**src/rtl/aliq_pkg.sv**
```systemverilog
// Package for the aliquot sum classifier: result widths and class codes.
// No dependencies; imported by aliquot_sum_classifier_top.
package aliq_pkg;

	// Width and saturation limit of the reported divisor sum.
	localparam int unsigned SUM_OUT_W = 23;
	localparam logic [SUM_OUT_W-1:0] SUM_OUT_MAX = {SUM_OUT_W{1'b1}};

	// Classification codes.
	localparam int unsigned CLASS_W = 2;
	typedef logic [CLASS_W-1:0] class_t;
	localparam class_t CLS_DEFICIENT = 2'd0;
	localparam class_t CLS_PERFECT   = 2'd1;
	localparam class_t CLS_ABUNDANT  = 2'd2;

endpackage

```
**src/rtl/aliquot_sum_classifier_top.sv**
```systemverilog
// Aliquot sum classifier: sums the proper divisors of a number by trial division.
// Depends on aliq_pkg for the result width and the class codes.
//
// Usage:
// A transaction is accepted at a rising edge where start is high and busy is low;
// number is sampled at that edge. The block then runs alone until the result is
// ready: busy stays high and further starts are ignored.
// Each candidate divisor d (2, 3, ... while d*d <= number) passes through a bound
// check, a radix-4 restoring divider that yields two quotient bits per cycle, and
// an accumulate step. The shared divider sets the rate. Inputs 0 to 3 finish
// without entering the divider.
// The result is held on divisor_sum and abundance_class until the next result;
// done marks it, high for exactly one cycle, and the receiver cannot stall it.
// A new transaction can be accepted in that same cycle.
// divisor_sum saturates at its 23-bit maximum; the class uses the full sum.
// Reset (arst_n low, asynchronous) returns the sequencer to idle and drops done.
module aliquot_sum_classifier_top
	import aliq_pkg::*;
#(
	parameter int unsigned NUMBER_BITS = 20
) (
	input  logic                   clk,
	input  logic                   arst_n,
	input  logic                   start,
	output logic                   busy,
	input  logic [NUMBER_BITS-1:0] number,
	output logic                   done,
	output logic [SUM_OUT_W-1:0]   divisor_sum,
	output logic [CLASS_W-1:0]     abundance_class
);

	// Derived widths.
	localparam int unsigned NB     = NUMBER_BITS;
	localparam int unsigned PW     = NB + (NB % 2);
	localparam int unsigned STEPS  = PW / 2;
	localparam int unsigned CNT_W  = (STEPS > 1) ? $clog2(STEPS) : 1;
	localparam int unsigned DW     = (NB + 1) / 2 + 1;
	localparam int unsigned SQW    = NB + 2;
	localparam int unsigned SUM_W  = NB + 3;
	localparam int unsigned EXT_W  = (SUM_W > SUM_OUT_W) ? SUM_W : SUM_OUT_W;
	localparam logic [CNT_W-1:0] CNT_LAST = CNT_W'(STEPS - 1);

	// Sequencer state codes.
	localparam logic [2:0] ST_IDLE = 3'd0;
	localparam logic [2:0] ST_CHK  = 3'd1;
	localparam logic [2:0] ST_DIV  = 3'd2;
	localparam logic [2:0] ST_ACC  = 3'd3;
	localparam logic [2:0] ST_FIN  = 3'd4;

	logic [2:0]           state_q;
	logic [NB-1:0]        n_q;
	logic [DW-1:0]        d_q;
	logic [SQW-1:0]       sq_q;
	logic [DW-1:0]        rem_q;
	logic [PW-1:0]        work_q;
	logic [CNT_W-1:0]     cnt_q;
	logic [SUM_W-1:0]     sum_q;
	logic                 done_q;
	logic [SUM_OUT_W-1:0] sum_out_q;
	class_t               class_q;

	// Radix-4 restoring divider step: two conditional subtracts of the divisor.
	logic [DW:0]   r1, r1s, r2, r2s;
	logic          q1, q0;
	logic [NB-1:0] cofactor;
	logic          co_is_d;
	logic [EXT_W-1:0] sum_ext, n_ext;

	always_comb begin
		r1  = {rem_q, work_q[PW-1]};
		q1  = (r1 >= {1'b0, d_q});
		r1s = q1 ? (r1 - {1'b0, d_q}) : r1;
		r2  = {r1s[DW-1:0], work_q[PW-2]};
		q0  = (r2 >= {1'b0, d_q});
		r2s = q0 ? (r2 - {1'b0, d_q}) : r2;
	end

	// The quotient left in the work register is the cofactor n / d.
	assign cofactor = work_q[NB-1:0];
	assign co_is_d  = (cofactor == NB'(d_q));

	// Widened operands for classification and saturation.
	assign sum_ext = EXT_W'(sum_q);
	assign n_ext   = EXT_W'(n_q);

	// Sequencer and datapath registers.
	always_ff @(posedge clk or negedge arst_n) begin
		if (!arst_n) begin
			state_q <= ST_IDLE;
			done_q  <= 1'b0;
		end else begin
			done_q <= 1'b0;
			unique case (state_q)
				ST_IDLE: begin
					if (start) begin
						n_q  <= number;
						d_q  <= DW'(2);
						sq_q <= SQW'(4);
						if (number < NB'(2)) begin
							sum_q   <= '0;
							state_q <= ST_FIN;
						end else begin
							sum_q   <= SUM_W'(1);
							state_q <= ST_CHK;
						end
					end
				end
				ST_CHK: begin
					if (sq_q > SQW'(n_q)) begin
						state_q <= ST_FIN;
					end else begin
						work_q  <= PW'(n_q);
						rem_q   <= '0;
						cnt_q   <= '0;
						state_q <= ST_DIV;
					end
				end
				ST_DIV: begin
					work_q <= {work_q[PW-3:0], q1, q0};
					rem_q  <= r2s[DW-1:0];
					cnt_q  <= cnt_q + CNT_W'(1);
					if (cnt_q == CNT_LAST) begin
						state_q <= ST_ACC;
					end
				end
				ST_ACC: begin
					// A divisor adds itself and its cofactor, the cofactor only once.
					if (rem_q == '0) begin
						sum_q <= sum_q + SUM_W'(d_q)
							+ (co_is_d ? '0 : SUM_W'(cofactor));
					end
					d_q     <= d_q + DW'(1);
					sq_q    <= sq_q + SQW'({d_q, 1'b0}) + SQW'(1);
					state_q <= ST_CHK;
				end
				ST_FIN: begin
					// Saturate the reported sum; classify on the full sum.
					sum_out_q <= (sum_ext > EXT_W'(SUM_OUT_MAX))
						? SUM_OUT_MAX : SUM_OUT_W'(sum_ext);
					priority if (n_q == '0 || sum_ext < n_ext) begin
						class_q <= CLS_DEFICIENT;
					end else if (sum_ext == n_ext) begin
						class_q <= CLS_PERFECT;
					end else begin
						class_q <= CLS_ABUNDANT;
					end
					done_q  <= 1'b1;
					state_q <= ST_IDLE;
				end
				default: begin
					state_q <= ST_IDLE;
				end
			endcase
		end
	end

	// Output ports.
	assign busy            = (state_q != ST_IDLE);
	assign done            = done_q;
	assign divisor_sum     = sum_out_q;
	assign abundance_class = class_q;

endmodule
```
**config.mk**
```make
export PLATFORM = sky130hd
export DESIGN_NAME = aliquot_sum_classifier_top
export DESIGN_NICKNAME = d
export VERILOG_FILES = /design/src/rtl/aliq_pkg.sv /design/src/rtl/aliquot_sum_classifier_top.sv
export SDC_FILE = /design/constraint.sdc
export NUM_CORES = 1
export LEC_CHECK = 0
export BUFFER_PORTS_ARGS = -buffer_cell sky130_fd_sc_hd__clkbuf_2
export CORE_MARGIN = 2
export CORE_UTILIZATION = 60
export DETAILED_ROUTE_END_ITERATION = 16
export GPL_TIMING_DRIVEN = 0
export PLACE_DENSITY = 0.86
export SLEW_MARGIN = 0
export SYNTH_ARGS = -nofsm -noshare
export SYNTH_HDL_FRONTEND = slang
export SYNTH_SLANG_ARGS = --single-unit
```
**constraint.sdc**
```tcl
create_clock -name clk -period 13 [get_ports clk]
set_input_delay 1.3 -clock clk [delete_from_list [all_inputs] [get_ports clk]]
set_output_delay 1.3 -clock clk [all_outputs]
set_load 0.05 [all_outputs]
```
==> impl_metrics.toml, run 1 <==
[global_route]
grt_max_degree = 34
grt_pass1_vias = 7567
grt-ovfl-total = 0
grt_pass1_wl_mm = 38.06
antenna_found_initial = 0
grt_use_total_pct = 28.16

[synthesis]
synth_top_cell_by_area = "edfxtp_1"
yosysSeqAreaShare_pct = 42.87
synth_cell_types = 71
syn_avg_cell_area_um2 = 10.17
async_flop_share_pct = 2.857
synth.area.top_cells = "edfxtp_1 42%, ha_1 13%, xnor2_1 3.9%, nor2_1 3.6%, fa_1 3.1%"
synth_edf_count = 136
yosys_warnings = 0
synth_cells = 960
yosysTopAreaCellShare_pct = 41.84
ys.flop_type = "edfxtp_1"
syn-num-nets = 1103
synth_seq_cells = 140
syn_area_mm2 = 0.009761

[power]
powerDensity_mw_per_mm2 = 203.7
p_leak_nw = 4.363
switching_share_pct = 41.84
seqPwrFrac_pct = 30.4
power_switching_mw = 0.9295
clockPowerShare_pct = 21.3
combPwrFrac_pct = 48.3
ir_worst_vdd_mv = 0.1126
intPower_mw = 1.292

[route]
drc_errors = 0
routed_wirelength_mm = 23.59
vias = 7775
drt_iter0_markers = 759
vias_per_cell = 6.171
wl_per_cell_um = 18.72
drt.antenna.violating_nets = 0
firstDrtPassIters = 7

[floorplan]
die_area_mm2 = 0.01730
fp.dieW_um = 131.5
ios = 50
die_y_um = 131.5
num_rows = 46
initial_core_util_pct = 61.44
core-area_mm2 = 0.01589

[clock_tree]
clk_pin_slew_worst_paths_ns = 0.06
cts_tree = "done"
ctsHoldBuffers = 0
clk_latency_ns = 0.44
cts_max_level = 4
post_cts_resized = 0
cts_made_buffers = 17
clock-root-buffer = "clkbuf_16"
cts.sinks = 140
post-cts-setup-buffers = 0
clock_path_buffers = 2

[sta]
max_freq_mhz = 209.0
slew_headroom_pct = 18.84
final_max_slew_viol_count = 0
grt_setup_unrepaired = "no"
tns_ns = 0
setup_viol = 0
period_minus_slack_ns = 4.784
fin_crit_sh_pct = 36.80
worstMarginPinSlew_ns = 1.217
finClkSkew_ns = 0.009718
final_hold_viol_count = 0

[run_status]
status = "finished clean"

[setup_path]
worst-path-max-fanout = 10
cp_slowest_stage_delay_ns = 0.51
worst_ep_arrival_time_ns = 5.06
cp-start-kind = "flip-flop"
crit_required_ns = 13.28
endpoint_kind = "flip-flop"
cp_slowest_cell = "edfxtp_1"
path_cells = "inv_1, o22ai_1, a2111oi_0, nand4_1, clkbuf_1, and2_1, fa_1, fa_1, a211oi_1, nor2_1, o21ai_1, a211oi_1, a31oi_1, a21bo_1, nor2_1"
critPathTopFamily = "compound AO/OA/AOI/OAI gates"
worstSetupPathType = "flip-flop to flip-flop"
crit_buf_inv = 2

[run]
cap_violations = 0

[placement]
port-buffer-count = 49
postPlaceCellArea_mm2 = 0.01034
gp_congestion = 0.9567
dp_hpwl_mm = 17.59

[cells_and_area]
nNetsFinal = 1174
drive_gt1_share_pct = 10.73
diodes = 0
fin_area_mm2 = 0.01091
area.growth.synth_to_final_pct = 11.74

[hold_path]
hp-class = "flip-flop to flip-flop"
-- per-layer routing --
layer | wire length [um] | track usage (%) | share of wire [%] | up-vias
li1 | - | - | - | 3653
met2 | 10900 | 44.91 | 46 | 379
met3 | 2059 | 5.594 | 8.7 | 68
met5 | 0 | 0 | 0 | -
met4 | 737 | 11.84 | 3.1 | 0
met1 | 9891 | 37.71 | 42 | 3675
-- Yosys cell counts (all sizes together), types with 3 or more instances --
cell type and number:
a2111oi 3, a211oi 12, a21o 21, a21oi 51
a31oi 6, a41oi 3, and2 15, and3 10
buf 3, clkbuf 46, dfrtp 4, edfxtp 136
fa 15, ha 105, inv 61, mux2 9
nand2 74, nand2b 6, nand3 22, nand4 16
nor2 93, nor2b 9, nor3 17, nor3b 3
nor4 23, o2111ai 3, o211ai 5, o21a 16
o21ai 59, o22ai 3, o31ai 3, or2 5
or3 8, or4 3, xnor2 44, xor2 15
-- cells by family (layout without fill, tap and decap cells) --
family	after synthesis	after routing	share of synthesized area [%]
simple gates	310	310	15.36
compound gates	210	210	14.34
flops	140	140	42.87
mux	11	11	1.243
fa+ha+maj	120	120	16.54
xor+xnor	59	59	5.294
buf+inv	110	194	4.358
-- layout by cell type (no fill, tap or decap), types with 4 or more instances in the layout --
cell / n
o211ai_1: 4
clkbuf_1: 46
o21ai_1: 5
fa_1: 15
nor2_1: 93
ha_1: 105
nand4_1: 16
nor2b_1: 9
nor3_1: 17
mux2_2: 9
nand2_1: 73
nor4_1: 23
a211oi_1: 9
a21oi_1: 49
clkbuf_2: 49
inv_1: 61
and2_1: 15
a31oi_1: 6
nand3_1: 22
clkbuf_16: 17
edfxtp_1: 136
o21a_1: 16
dfrtp_1: 4
o21ai_0: 52
and3_1: 10
a21o_1: 21
or3_1: 7
nand2b_1: 6
xnor2_1: 44
xor2_1: 15
-- final timing paths --
path	cells after the start	start	endpoint	slack (ns)
setup reg to reg	15	d_q[9]	sum_ext[19]	8.22
setup / recovery	15	d_q[9]	sum_ext[19]	8.22
hold / removal	1	sum_ext[0]	divisor_sum[0]	0.54
hold reg to reg	1	sum_ext[0]	divisor_sum[0]	0.54
min in group asynchronous	1	arst_n	done	0.72
max in group asynchronous	1	arst_n	state_q[1]	12.08
-- worst reg2reg max path, stage by stage, from the launching register on --
cell       delay [ns]
edfxtp_1         0.51
inv_1            0.31
o22ai_1          0.14
a2111oi_0        0.42
nand4_1          0.17
clkbuf_1         0.24
and2_1           0.22
fa_1             0.49
fa_1             0.50
a211oi_1         0.26
nor2_1           0.13
o21ai_1          0.34
a211oi_1         0.16
a31oi_1          0.37
a21bo_1          0.25
nor2_1           0.11
-- through the flow --
stage | hold slack (ns) | power (mW) | setup slack (ns) | cells | utilization, %
2_1_floorplan | 0.4802 | 1.483 | 8.225 | 960 | -
3_3_place_gp | 0.5129 | 1.684 | 6.503 | 1225 | 64.69
3_5_place_dp | 0.5228 | 1.720 | 8.341 | 1228 | 65.08
4_1_cts | 0.5285 | 2.203 | 8.228 | 1260 | 68.64
5_1_grt | 0.5607 | 2.360 | 7.965 | 1260 | 68.66
6_report | 0.5381 | 2.221 | 8.216 | 1260 | 68.66
-- area by class of cell --
| class | count | area [um2] |
|---|---|---|
| multi-input combinational | 710 | 5172 |
| tap | 216 | 270.3 |
| inverter | 61 | 229.0 |
| clock buffer | 17 | 425.4 |
| clock inverter | 15 | 141.4 |
| fill | 1153 | 4979 |
| timing repair buffer | 52 | 287.8 |
| sequential | 140 | 4184 |
| buffer | 49 | 196.4 |
-- sequential cells by signal, summed over array words and instances (netlist names) --
| signal | count |
|---|---|
| divisor_sum | 23 |
| sum_ext | 23 |
| cofactor | 20 |
| done | 1 |
| d_q | 11 |
| abundance_class | 2 |
| state_q | 3 |
| sq_q | 22 |
| n_q | 20 |
| rem_q | 11 |
| cnt_q | 4 |
-- power groups by stage --
stage,logic [mW],registers (mW),clock network [mW]
after floorplan,0.783,0.700,0
after global routing,1.19,0.683,0.491
final,1.07,0.676,0.473
after global placement,1.00,0.684,0
after detailed placement,1.04,0.683,0
after CTS,1.05,0.674,0.474
(Power assumes the default switching activity.)
==> inputs of run 2 (changes only) <==
==> constraint.sdc (replaced) <==
create_clock -name clk -period 4.9 [get_ports clk]
set_input_delay 0.49 -clock clk [delete_from_list [all_inputs] [get_ports clk]]
set_output_delay 0.49 -clock clk [all_outputs]
set_load 0.05 [all_outputs]
==> impl_metrics.toml, run 2 (synthesis gave the netlist of run 1 again) <==
[global_route]
grt_pass1_vias = 7570
grt_max_degree = 34
grt_pass1_wl_mm = 38.07
antenna_found_initial = 0
grt_use_total_pct = 28.16
grt-ovfl-total = 0

[placement]
dp_hpwl_mm = 17.59
port-buffer-count = 49
gp_congestion = 0.9567
dp_cells = 1228

[power]
powerDensity_mw_per_mm2 = 539.5
p_leak_nw = 4.376
ir_worst_vdd_mv = 0.3012

[floorplan]
die_y_um = 131.5
initial_core_util_pct = 61.44
ios = 50
fp.dieW_um = 131.5
core-area_mm2 = 0.01589
num_rows = 46
die_area_mm2 = 0.01730

[route]
drc_errors = 0
vias = 7863
drt.antenna.violating_nets = 0
firstDrtPassIters = 8
drt_iter0_markers = 810
routed_wirelength_mm = 23.74
vias_per_cell = 6.226
wl_per_cell_um = 18.79

[setup_path]
crit_required_ns = 5.18
cp-start-kind = "flip-flop"
rr_startpoint = "d_q[2]"
worstSetupPathType = "flip-flop to flip-flop"
cp-startpoint = "d_q[2]"
worst_ep_arrival_time_ns = 4.92
endpoint_kind = "flip-flop"
worst-path-max-fanout = 10

[clock_tree]
clock-root-buffer = "clkbuf_16"
cts_made_buffers = 17
clk_latency_ns = 0.44
cts_tree = "done"
cts_max_level = 4
clock_path_buffers = 2
cts.sinks = 140
clk_pin_slew_worst_paths_ns = 0.06

[sta]
final_hold_viol_count = 0
tns_ns = 0
finClkSkew_ns = 0.009683
grt_setup_unrepaired = "no"
period_minus_slack_ns = 4.636
max_freq_mhz = 215.7
final_max_slew_viol_count = 0
slew_headroom_pct = 18.51
fin_crit_sh_pct = 94.61
worstMarginPinSlew_ns = 1.222
setup_viol = 0

[cells_and_area]
final_cell_mix = "136 x edfxtp_1, 105 x ha_1, 93 x nor2_1"
drive_gt1_share_pct = 11.37
final_common_cell = "edfxtp_1"
nNetsFinal = 1177
diodes = 0
area.growth.synth_to_final_pct = 12.17
stdcell_count = 1263

[hold_path]
hp-class = "input port to flip-flop"
hp-start = "number[0]"

[run_status]
status = "finished clean"

[run]
cap_violations = 0
run 2: path summary, 6_finish.rpt:
kind | end | slack, ns | depth (start not counted)
min in group asynchronous | done | 0.46 | 2
hold / removal | n_q[0] | 0.23 | 1
setup reg to reg | sum_ext[19] | 0.26 | 14
hold reg to reg | divisor_sum[0] | 0.54 | 1
setup / recovery | sum_ext[19] | 0.26 | 14
max in group asynchronous | state_q[1] | 4.25 | 2
run 2: cell type report:
| type | instances | area, um2 |
|---|---|---|
| clock inverters | 15 | 141.4 |
| plain buffers | 49 | 196.4 |
| repair buffers | 55 | 312.8 |
| well taps | 216 | 270.3 |
| clock buffers | 17 | 425.4 |
| flip-flops and latches | 140 | 4184 |
| fillers | 1141 | 4937 |
| inverters | 61 | 229.0 |
| multi-input cells | 710 | 5189 |
run 2: repair_timing:
item	4_1_cts	5_1_grt
setup buffers	0	2
resized for setup	0	5
endpoints found under the setup margin	0	4
hold endpoints to repair	4	0
hold buffers	1	0
run 2: power breakdown:
part	switching [mW]	internal, mW
Sequential	0.179	1.61
Clock	0.548	0.706
Combinational	1.75	1.11
Total	2.47	3.43
run 2: critical path, cell delays in order, from the launching register on:
cell and delay [ns]:
edfxtp_1 0.58, inv_1 0.22, a2111oi_0 0.48, nand4_1 0.16, clkbuf_1 0.23, and2_1 0.22
fa_1 0.49, fa_1 0.50, a211oi_1 0.26, nor2_1 0.13, o21ai_1 0.34, a211oi_1 0.17
a31oi_2 0.32, a21bo_1 0.24, nor2_1 0.11
run 2: per-layer routing:
layer / share of wire (%) / routed length [um] / track usage (%) / vias up
li1: - / - / - / 3654
met1: 42 / 9911 / 37.71 / 3705
met2: 46 / 10880 / 44.91 / 427
met3: 8.8 / 2098 / 5.594 / 77
met4: 3.6 / 844 / 11.84 / 0
met5: 0 / 0 / 0 / -
run 2: through the flow:
stage               util, %  power (mW)  instance area [um2]  hold WS [ns]  setup slack, ns
floorplan                 -       3.934                 9761        0.1944           0.1251
CTS                   68.71       5.845                10910        0.2323           0.1285
finish                68.92       5.907                10950        0.2322           0.2640
global placement      64.69       4.468                10280        0.3545           -1.597
global route          68.92       6.272                10950        0.2422         0.004803
detailed placement    65.08       4.563                10340        0.3541           0.2409
